File: src/sccb_pkg.sv
// Package with the sequencer step codes, command codes and field widths of the SCCB master.
package sccb_pkg;

   localparam int unsigned STEP_W = 5;

   localparam logic [STEP_W-1:0] S_IDLE     = 5'd0;
   localparam logic [STEP_W-1:0] S_ST_A     = 5'd1;
   localparam logic [STEP_W-1:0] S_ST_B     = 5'd2;
   localparam logic [STEP_W-1:0] S_TX_LO    = 5'd3;
   localparam logic [STEP_W-1:0] S_TX_HI    = 5'd4;
   localparam logic [STEP_W-1:0] S_ACK_LO   = 5'd5;
   localparam logic [STEP_W-1:0] S_ACK_HI   = 5'd6;
   localparam logic [STEP_W-1:0] S_ACK_END  = 5'd7;
   localparam logic [STEP_W-1:0] S_GAP      = 5'd8;
   localparam logic [STEP_W-1:0] S_STOP_LO  = 5'd9;
   localparam logic [STEP_W-1:0] S_STOP_HI  = 5'd10;
   localparam logic [STEP_W-1:0] S_STOP_END = 5'd11;
   localparam logic [STEP_W-1:0] S_GAP_S1   = 5'd12;
   localparam logic [STEP_W-1:0] S_GAP_S2   = 5'd13;
   localparam logic [STEP_W-1:0] S_RX_REL   = 5'd14;
   localparam logic [STEP_W-1:0] S_RX_HI    = 5'd15;
   localparam logic [STEP_W-1:0] S_RX_LO    = 5'd16;
   localparam logic [STEP_W-1:0] S_NA_HI    = 5'd17;
   localparam logic [STEP_W-1:0] S_NA_LO    = 5'd18;
   localparam logic [STEP_W-1:0] S_NA_SDA   = 5'd19;

   localparam logic [1:0] CMD_TICK  = 2'd0;
   localparam logic [1:0] CMD_READ  = 2'd1;
   localparam logic [1:0] CMD_WRITE = 2'd2;

   localparam logic CSR_DEVICE_ADDRESS = 1'b0;
   localparam logic CSR_TICKS_PER_UNIT = 1'b1;

   localparam logic [7:0]  DEVICE_ADDRESS_RESET = 8'h42;
   localparam logic [15:0] TICKS_PER_UNIT_RESET = 16'd1;

   localparam int unsigned REQ_DATA_W = 24;
   localparam int unsigned RSP_DATA_W = 16;
   localparam int unsigned CSR_DATA_W = 16;

   // Byte numbers within one transaction.
   localparam logic [1:0] BYTE_ADDR = 2'd0;
   localparam logic [1:0] BYTE_REG  = 2'd1;
   localparam logic [1:0] BYTE_DATA = 2'd2;

endpackage

File: src/sccb_register_master.sv
// SCCB register master: tick sequencer for three-phase writes and split two-phase reads.
//
//  channel | direction | beat contents
//  req_    | in        | one tick: cmd, reg_addr, write_value, sda_sample
//  rsp_    | out       | line levels, busy, done, read byte, ack error after that tick
//  csr_    | in        | register write: 0 device_address, 1 ticks_per_unit
//
// Each accepted beat advances the sequencer registers; one response beat leaves per cycle unless rsp_ stalls.
// The sequencer state lives in registers updated on accept, the response sits in an
// output register backed by a one-beat skid register, so a stalled rsp_ side only
// holds off req_ once both are full.
// Reset returns the sequencer to idle with SCL and SDA driven high.
// csr_ready is always high; registers should be written only while idle.
module sccb_register_master (
   input  logic                               clock,
   input  logic                               reset,
   input  logic                               req_tvalid,
   output logic                               req_tready,
   // [1:0] cmd, [9:2] reg_addr, [17:10] write_value, [18] sda_sample, [23:19] zero
   input  logic [sccb_pkg::REQ_DATA_W-1:0]    req_tdata,
   output logic                               rsp_tvalid,
   input  logic                               rsp_tready,
   // [0] scl_out, [1] sda_drive, [2] sda_enable, [3] busy_res, [4] done_res,
   // [12:5] read_result, [13] ack_error, [15:14] zero
   output logic [sccb_pkg::RSP_DATA_W-1:0]    rsp_tdata,
   input  logic                               csr_valid,
   output logic                               csr_ready,
   input  logic                               csr_index,
   input  logic [sccb_pkg::CSR_DATA_W-1:0]    csr_data
);
   import sccb_pkg::*;

   logic [7:0]        dev_addr_ff;
   logic [15:0]       tpu_ff;
   logic [STEP_W-1:0] step_ff, step_in;
   logic [2:0]        bit_idx_ff, bit_idx_in;
   logic [7:0]        shift_ff, shift_in;
   logic [15:0]       unit_cnt_ff, unit_cnt_in;
   logic              is_read_ff, is_read_in;
   logic [7:0]        held_reg_ff, held_reg_in;
   logic [7:0]        held_val_ff, held_val_in;
   logic [7:0]        rx_byte_ff, rx_byte_in;
   logic              err_ff, err_in;
   logic              scl_ff, scl_in;
   logic              sda_ff, sda_in;
   logic              en_ff, en_in;
   logic [1:0]        byte_num_ff, byte_num_in;

   logic                  rsp_valid_ff, skid_valid_ff;
   logic [RSP_DATA_W-1:0] rsp_data_ff, skid_data_ff, beat_data;

   logic        accept, out_free, done, go;
   logic [1:0]  cmd;
   logic        sda_s;
   logic [15:0] limit;
   logic [16:0] cnt_next;
   logic [STEP_W-1:0] tgt;

   assign cmd        = req_tdata[1:0];
   assign sda_s      = req_tdata[18];
   assign req_tready = !skid_valid_ff;
   assign accept     = req_tvalid && req_tready;
   assign out_free   = !rsp_valid_ff || rsp_tready;
   assign csr_ready  = 1'b1;
   assign rsp_tvalid = rsp_valid_ff;
   assign rsp_tdata  = rsp_data_ff;
   assign limit      = (tpu_ff == 16'd0) ? 16'd1 : tpu_ff;
   assign cnt_next   = {1'b0, unit_cnt_ff} + 17'd1;

   always_comb begin
      step_in     = step_ff;
      bit_idx_in  = bit_idx_ff;
      shift_in    = shift_ff;
      unit_cnt_in = unit_cnt_ff;
      is_read_in  = is_read_ff;
      held_reg_in = held_reg_ff;
      held_val_in = held_val_ff;
      rx_byte_in  = rx_byte_ff;
      err_in      = err_ff;
      scl_in      = scl_ff;
      sda_in      = sda_ff;
      en_in       = en_ff;
      byte_num_in = byte_num_ff;
      done        = 1'b0;
      go          = 1'b0;
      tgt         = S_IDLE;

      // First pick the next step and the bookkeeping that precedes its line event.
      if (accept) begin
         if (step_ff == S_IDLE) begin
            if (cmd == CMD_READ || cmd == CMD_WRITE) begin
               is_read_in  = (cmd == CMD_READ);
               held_reg_in = req_tdata[9:2];
               held_val_in = req_tdata[17:10];
               if (cmd == CMD_WRITE) begin
                  err_in = 1'b0;
               end
               byte_num_in = BYTE_ADDR;
               bit_idx_in  = 3'd0;
               shift_in    = dev_addr_ff;
               unit_cnt_in = 16'd0;
               go          = 1'b1;
               tgt         = S_ST_A;
            end
         end else if (cnt_next >= {1'b0, limit}) begin
            unit_cnt_in = 16'd0;
            go          = 1'b1;
            unique case (step_ff)
               S_ST_A: tgt = S_ST_B;
               S_ST_B: begin
                  bit_idx_in = 3'd0;
                  tgt        = S_TX_LO;
               end
               S_TX_LO: tgt = S_TX_HI;
               S_TX_HI: begin
                  if (bit_idx_ff != 3'd7) begin
                     bit_idx_in = bit_idx_ff + 3'd1;
                     shift_in   = {shift_ff[6:0], 1'b0};
                     tgt        = S_TX_LO;
                  end else begin
                     tgt = S_ACK_LO;
                  end
               end
               S_ACK_LO: tgt = S_ACK_HI;
               S_ACK_HI: tgt = S_ACK_END;
               S_ACK_END: begin
                  if (!is_read_ff && byte_num_ff == BYTE_DATA) tgt = S_STOP_HI;
                  else tgt = S_GAP;
               end
               S_GAP: begin
                  if (is_read_ff && byte_num_ff == BYTE_REG) begin
                     tgt = S_STOP_LO;
                  end else if (is_read_ff && byte_num_ff == BYTE_DATA) begin
                     tgt = S_RX_REL;
                  end else begin
                     byte_num_in = byte_num_ff + 2'd1;
                     shift_in    = (byte_num_ff == BYTE_ADDR) ? held_reg_ff : held_val_ff;
                     bit_idx_in  = 3'd0;
                     tgt         = S_TX_LO;
                  end
               end
               S_STOP_LO: tgt = S_STOP_HI;
               S_STOP_HI: tgt = S_STOP_END;
               S_STOP_END: begin
                  if (is_read_ff && byte_num_ff == BYTE_REG) begin
                     tgt = S_GAP_S1;
                  end else begin
                     go      = 1'b0;
                     step_in = S_IDLE;
                     done    = 1'b1;
                  end
               end
               S_GAP_S1: tgt = S_GAP_S2;
               S_GAP_S2: begin
                  byte_num_in = BYTE_DATA;
                  shift_in    = dev_addr_ff | 8'h01;
                  tgt         = S_ST_A;
               end
               S_RX_REL: begin
                  bit_idx_in = 3'd0;
                  tgt        = S_RX_HI;
               end
               S_RX_HI: tgt = S_RX_LO;
               S_RX_LO: begin
                  if (bit_idx_ff != 3'd7) begin
                     bit_idx_in = bit_idx_ff + 3'd1;
                     tgt        = S_RX_HI;
                  end else begin
                     tgt = S_NA_HI;
                  end
               end
               S_NA_HI:  tgt = S_NA_LO;
               S_NA_LO:  tgt = S_NA_SDA;
               S_NA_SDA: tgt = S_STOP_LO;
               default: begin
                  go      = 1'b0;
                  step_in = S_IDLE;
               end
            endcase
         end else begin
            unit_cnt_in = cnt_next[15:0];
         end
      end

      // Then apply the line event of the step being entered.
      if (go) begin
         step_in = tgt;
         unique case (tgt)
            S_ST_A: begin
               scl_in = 1'b1;
               sda_in = 1'b1;
               en_in  = 1'b1;
            end
            S_ST_B: sda_in = 1'b0;
            S_TX_LO: begin
               scl_in = 1'b0;
               sda_in = shift_in[7];
               en_in  = 1'b1;
            end
            S_TX_HI: scl_in = 1'b1;
            S_ACK_LO: begin
               scl_in = 1'b0;
               en_in  = 1'b0;
            end
            S_ACK_HI: scl_in = 1'b1;
            S_ACK_END: begin
               if (!is_read_in && sda_s) err_in = 1'b1;
               scl_in = 1'b0;
               en_in  = 1'b1;
               if (!is_read_in && byte_num_in == BYTE_DATA) sda_in = 1'b0;
            end
            S_STOP_LO:  sda_in = 1'b0;
            S_STOP_HI:  scl_in = 1'b1;
            S_STOP_END: sda_in = 1'b1;
            S_RX_REL:   en_in = 1'b0;
            S_RX_HI: begin
               scl_in   = 1'b1;
               shift_in = {shift_in[6:0], sda_s};
            end
            S_RX_LO: begin
               scl_in = 1'b0;
               if (bit_idx_in == 3'd7) begin
                  en_in      = 1'b1;
                  rx_byte_in = shift_in;
               end
            end
            S_NA_HI: begin
               sda_in = 1'b1;
               scl_in = 1'b1;
            end
            S_NA_LO:  scl_in = 1'b0;
            S_NA_SDA: sda_in = 1'b0;
            default: ;
         endcase
      end

      beat_data = {2'b00, err_in, rx_byte_in, done, (step_in != S_IDLE), en_in, sda_in, scl_in};
   end

   always_ff @(posedge clock) begin
      if (reset) begin
         dev_addr_ff   <= DEVICE_ADDRESS_RESET;
         tpu_ff        <= TICKS_PER_UNIT_RESET;
         step_ff       <= S_IDLE;
         bit_idx_ff    <= 3'd0;
         shift_ff      <= 8'd0;
         unit_cnt_ff   <= 16'd0;
         is_read_ff    <= 1'b0;
         held_reg_ff   <= 8'd0;
         held_val_ff   <= 8'd0;
         rx_byte_ff    <= 8'd0;
         err_ff        <= 1'b0;
         scl_ff        <= 1'b1;
         sda_ff        <= 1'b1;
         en_ff         <= 1'b1;
         byte_num_ff   <= BYTE_ADDR;
         rsp_valid_ff  <= 1'b0;
         skid_valid_ff <= 1'b0;
      end else begin
         if (csr_valid && csr_ready) begin
            unique case (csr_index)
               CSR_DEVICE_ADDRESS: dev_addr_ff <= csr_data[7:0];
               CSR_TICKS_PER_UNIT: tpu_ff      <= csr_data;
            endcase
         end
         step_ff     <= step_in;
         bit_idx_ff  <= bit_idx_in;
         shift_ff    <= shift_in;
         unit_cnt_ff <= unit_cnt_in;
         is_read_ff  <= is_read_in;
         held_reg_ff <= held_reg_in;
         held_val_ff <= held_val_in;
         rx_byte_ff  <= rx_byte_in;
         err_ff      <= err_in;
         scl_ff      <= scl_in;
         sda_ff      <= sda_in;
         en_ff       <= en_in;
         byte_num_ff <= byte_num_in;

         // The skid register only fills when a beat arrives while the output is stalled.
         if (out_free) begin
            if (skid_valid_ff) begin
               rsp_valid_ff  <= 1'b1;
               skid_valid_ff <= 1'b0;
            end else begin
               rsp_valid_ff <= accept;
            end
         end else if (accept) begin
            skid_valid_ff <= 1'b1;
         end
      end
   end

   always_ff @(posedge clock) begin
      if (out_free) begin
         if (skid_valid_ff) rsp_data_ff <= skid_data_ff;
         else rsp_data_ff <= beat_data;
      end else if (accept) begin
         skid_data_ff <= beat_data;
      end
   end

   // The skid register never holds a beat while the output register is empty.
   a_skid_behind_out: assert property (@(posedge clock) disable iff (reset)
      skid_valid_ff |-> rsp_valid_ff)
      else $error("skid register full while output register empty");

   // A finishing beat reports the sequencer as no longer busy.
   a_done_not_busy: assert property (@(posedge clock) disable iff (reset)
      (rsp_tvalid && rsp_tdata[4]) |-> !rsp_tdata[3])
      else $error("done beat still reports busy");

   // SDA is released only in the middle of a transaction.
   a_release_busy: assert property (@(posedge clock) disable iff (reset)
      (rsp_tvalid && !rsp_tdata[2]) |-> rsp_tdata[3])
      else $error("SDA released while idle");

   // An idle sequencer keeps both lines driven high.
   a_idle_lines: assert property (@(posedge clock) disable iff (reset)
      (step_ff == S_IDLE) |-> (scl_ff && sda_ff && en_ff))
      else $error("lines not parked high while idle");

endmodule

File: config.mk
export PLATFORM = sky130hd
export DESIGN_NAME = sccb_register_master
export DESIGN_NICKNAME = d
export VERILOG_FILES = /design/src/sccb_pkg.sv /design/src/sccb_register_master.sv
export SDC_FILE = /design/constraint.sdc
export NUM_CORES = 1
export LEC_CHECK = 0
export ABC_AREA = 1
export ABC_CLOCK_PERIOD_IN_PS = 3450
export BUFFER_PORTS_ARGS = -buffer_cell sky130_fd_sc_hd__buf_4
export CORE_MARGIN = 3
export CORE_UTILIZATION = 40
export DETAILED_ROUTE_END_ITERATION = 7
export PLACE_DENSITY_LB_ADDON = 0.05
export SLEW_MARGIN = 20
export SYNTH_ARGS = -nofsm -noshare
export SYNTH_HDL_FRONTEND = slang
export SYNTH_SLANG_ARGS = --single-unit
File: constraint.sdc
create_clock -name clock -period 3.45 [get_ports clock]
set_clock_uncertainty 0.1 [all_clocks]
set_input_delay 0.69 -clock clock [delete_from_list [all_inputs] [get_ports clock]]
set_output_delay 0.69 -clock clock [all_outputs]
set_load 0.01 [all_outputs]
==> flow_metrics.tcl <==
set metrics [dict create \
    peakVddDrop_mv 0.346 \
    ioPinCount 65 \
    tns_ns -5.46 \
    synth_edf_count 28 \
    sw_frac_of_total_pct 26.4 \
    stdcell_area_mm2 0.00917 \
    min_from "held_reg_ff[7]" \
    cts_root_buffer "clkbuf_16" \
    worstRegToRegCells 23 \
    antenna_cells 0 \
    synthDistinctLibCells 52 \
    cts_buffers 17 \
    fp.dieW_um 135 \
    routed_wl_um 18400 \
    outcome "complete, but fails checks" \
    postSynthAreaPerCell_um2 7.11 \
    min_to "held_reg_ff[7]" \
    syn_area_mm2 0.00671 \
    min_period_over_period_pct 107 \
    reg2reg_slack_ns -0.25 \
    rr_startpoint "unit_cnt_ff[1]" \
    clk_latency_ns 0.41 \
    drtIter0Drc 409 \
    relSlewSlack_pct 44.3 \
    drive_gt1_share_pct 30.7 \
    critPathArrivalTime_ns 3.88 \
    timing.hold.ws_ns 0.361 \
    p_total_mw 3.81 \
    worstPathCellList "nand3_4 > nor2_4 > nand3_4 > nor3_4 > nand3_1 > nor2_2 > xor2_1 > ha_1 > nand2_1 > nor2_2 > nand3_1 > nor2_2 > nor2_4 > nand3_4 > buf_6 > nand3_4 > buf_6 > nand3_4 > nor2_8 > nand4_4 > nand2_2 > nand3_1 > nand2_1" \
    critPathLaunchType "flop" \
    dp.cells 1269 \
    cpMostUsedCell "nand3_4" \
    core-area_mm2 0.0162 \
    cts.sinks 117 \
    numPortBuffers 56 \
    p_clk_share_pct 46.5 \
    reg2reg_to "rsp_tdata[5]" \
    initial_core_util_pct 41.5 \
    final_max_slew_viol_count 0 \
    area_delta_synth_final_pct 36.7 \
    hpwl_um 13000 \
    min_period_ns 3.70 \
    drc_errors 0 \
    setup_violations 38 \
    power_frac_seq_pct 39.3 \
    drt_first_pass_iters 5 \
    startpoint "unit_cnt_ff[1]" \
    die_area_mm2 0.0184 \
    power_density_mw_per_mm2 416 \
    rows 46 \
    nets 1163 \
    vias_per_cell 4.91 \
    rsz0062_at_grt "true" \
    wl_per_cell_um 13.9 \
    fmax_mhz 270 \
    yosysSeqAreaShare_pct 39.1 \
    cap_violations 0 \
    ant_nets 0 \
    globalRouteOverflowTotal 0 \
    ys_warn_count 0 \
    vias 6502 \
    p_leak_nw 4.30 \
    worstPathRequired_ns 3.63 \
    hold_viol 0 \
    grt_max_degree 51 \
    post-route-util_pct 56.7 \
    whs_path_depth 2 \
    grt_usage_pct 20.6 \
    violations "negative setup slack" \
    switching_power_mw 1.01 \
    p_int_mw 2.81 \
    ys_ff_latch 117 \
    power_frac_comb_pct 14.2 \
    setup_slack_ns -0.252 \
    yosys.area.top_type_share_pct 26.6 \
    die_h_um 135 \
    dp_slack_ns -0.271 \
    htree_levels 4 \
    synth_ff_type "dfxtp_1" \
    grt_pass1_vias 6119 \
    stdcell_count 1323 \
    clock_path_buffers 2 \
    ys_async_sr_fraction_pct 0 \
    ys_top_cells_by_area "dfxtp_1, nand2_1, edfxtp_1, nor2_1, inv_1" \
    path_class "flop to flop" \
    tightest_slew_ns 0.833 \
    slowest_stage "dfxtp_4" \
    grt_pass1_wl_um 30200 \
    place_congestion 0.875 \
    clk_pin_slew_worst_paths_ns 0.06 \
    yosysTopAreaCell "dfxtp_1" \
    cp_max_fo 6 \
    tritoncts "built" \
    antenna_found_initial 0 \
    dpl-instance-area_mm2 0.00789 \
    syn_inst 944 \
    cpPeakStageDelay_ns 0.36 \
    hp-class "flop to flop" \
    crit_path_end_kind "flop" \
]
Yosys cell counts (all sizes together) (3+ instances only):
library cell and instances:
a211oi 4, a21oi 74, buf 12, clkbuf 18, clkinv 3, dfxtp 89
edfxtp 28, ha 23, inv 114, mux2i 9, nand2 246, nand3 60
nand4 6, nor2 128, nor3 7, o211ai 9, o21ai 84, xnor2 4
xor2 8
worst max-delay path by stage:
stage,end,slack [ns]
floorplan,rsp_tdata[10],0.05
global placement,rsp_tdata[1],-0.26
CTS,rsp_tdata[9],-0.15
detailed placement,rsp_tdata[5],-0.27
finish,rsp_tdata[5],-0.25
global route,rsp_tdata[5],-0.47
repair_timing:
item	in CTS	in global routing
gates cloned	3	0
endpoints found under the setup margin	43	48
setup buffers	11	8
resized for setup	56	86
pin swaps	13	42
hold buffers	0	0
cells by family after synthesis:
| family | share of synthesized area, % |
|---|---|
| AOI/OAI and AO/OA | 14.9 |
| xor gates and xnor gates | 1.57 |
| adders and majority gates | 4.29 |
| buffers and inverters | 8.77 |
| DFF | 39.1 |
| muxes | 1.34 |
| other | 0.112 |
| and+or+nand+nor | 29.9 |
state kept, by name, summed over array words and instances (netlist names), 5 cells and up:
name	flops
held_reg_ff	8
held_val_ff	8
shift_ff	8
rx_byte_ff	8
dev_addr_ff	8
step_ff	5
skid_data_ff	14
tpu_ff	16
rsp_tdata	14
unit_cnt_ff	16
worst max-delay path, delay by kind of cell, from the launching register on:
kind / cells / cell delay [ns]
fa+ha+maj: 1 / 0.31
flops: 1 / 0.36
buf+inv: 2 / 0.27
xor+xnor: 1 / 0.22
simple gates: 19 / 2.29
metal layers:
| layer | GRT usage, % | routed length [µm] |
|---|---|---|
| met1 | 29.7 | 9400 |
| met2 | 31.7 | 8080 |
| met3 | 3.19 | 634 |
| met4 | 6.89 | 270 |
| met5 | 0 | 0 |
power groups by stage:
stage,registers [mW],clock network [mW],logic (mW)
after floorplan,1.52,0,0.290
after global placement,1.53,0,0.471
after detailed placement,1.53,0,0.474
after CTS,1.50,1.81,0.516
after global routing,1.50,1.88,0.605
final,1.50,1.77,0.543
layout by cell type, fill, tap and decap left out, types with 3 or more instances in the layout:
cell type / synthesis / final
nand2_1: 236 / 206
nand3_2: 4 / 20
nand2_2: 6 / 33
nor2_4: 7 / 15
clkbuf_16: 0 / 19
o211ai_1: 8 / 8
xnor2_1: 4 / 4
o21ai_2: 1 / 6
nor2_1: 112 / 91
nand3_4: 2 / 10
inv_2: 7 / 14
ha_1: 23 / 22
nand3_1: 54 / 31
mux2i_1: 9 / 9
nand4_1: 5 / 5
edfxtp_1: 28 / 28
o21ai_1: 4 / 8
dfxtp_1: 89 / 86
a21oi_1: 73 / 65
nor2_2: 8 / 22
xor2_1: 8 / 8
dfxtp_4: 0 / 3
buf_12: 0 / 3
clkinvlp_4: 0 / 4
nor3_1: 6 / 5
a21oi_2: 1 / 9
o21ai_0: 79 / 70
buf_6: 0 / 7
nand2_4: 4 / 7
buf_4: 4 / 147
inv_1: 106 / 99
conb_1: 2 / 3
cell type report:
| cell class | instances | area [µm²] |
|---|---|---|
| tap | 216 | 270 |
| timing repair buffer | 157 | 1240 |
| clock buffer | 23 | 510 |
| sequential | 117 | 2630 |
| clock inverter | 9 | 91.3 |
| fill | 1570 | 7000 |
| inverter | 117 | 445 |
| multi-input combinational | 684 | 3980 |
(Power assumes the default switching activity.)
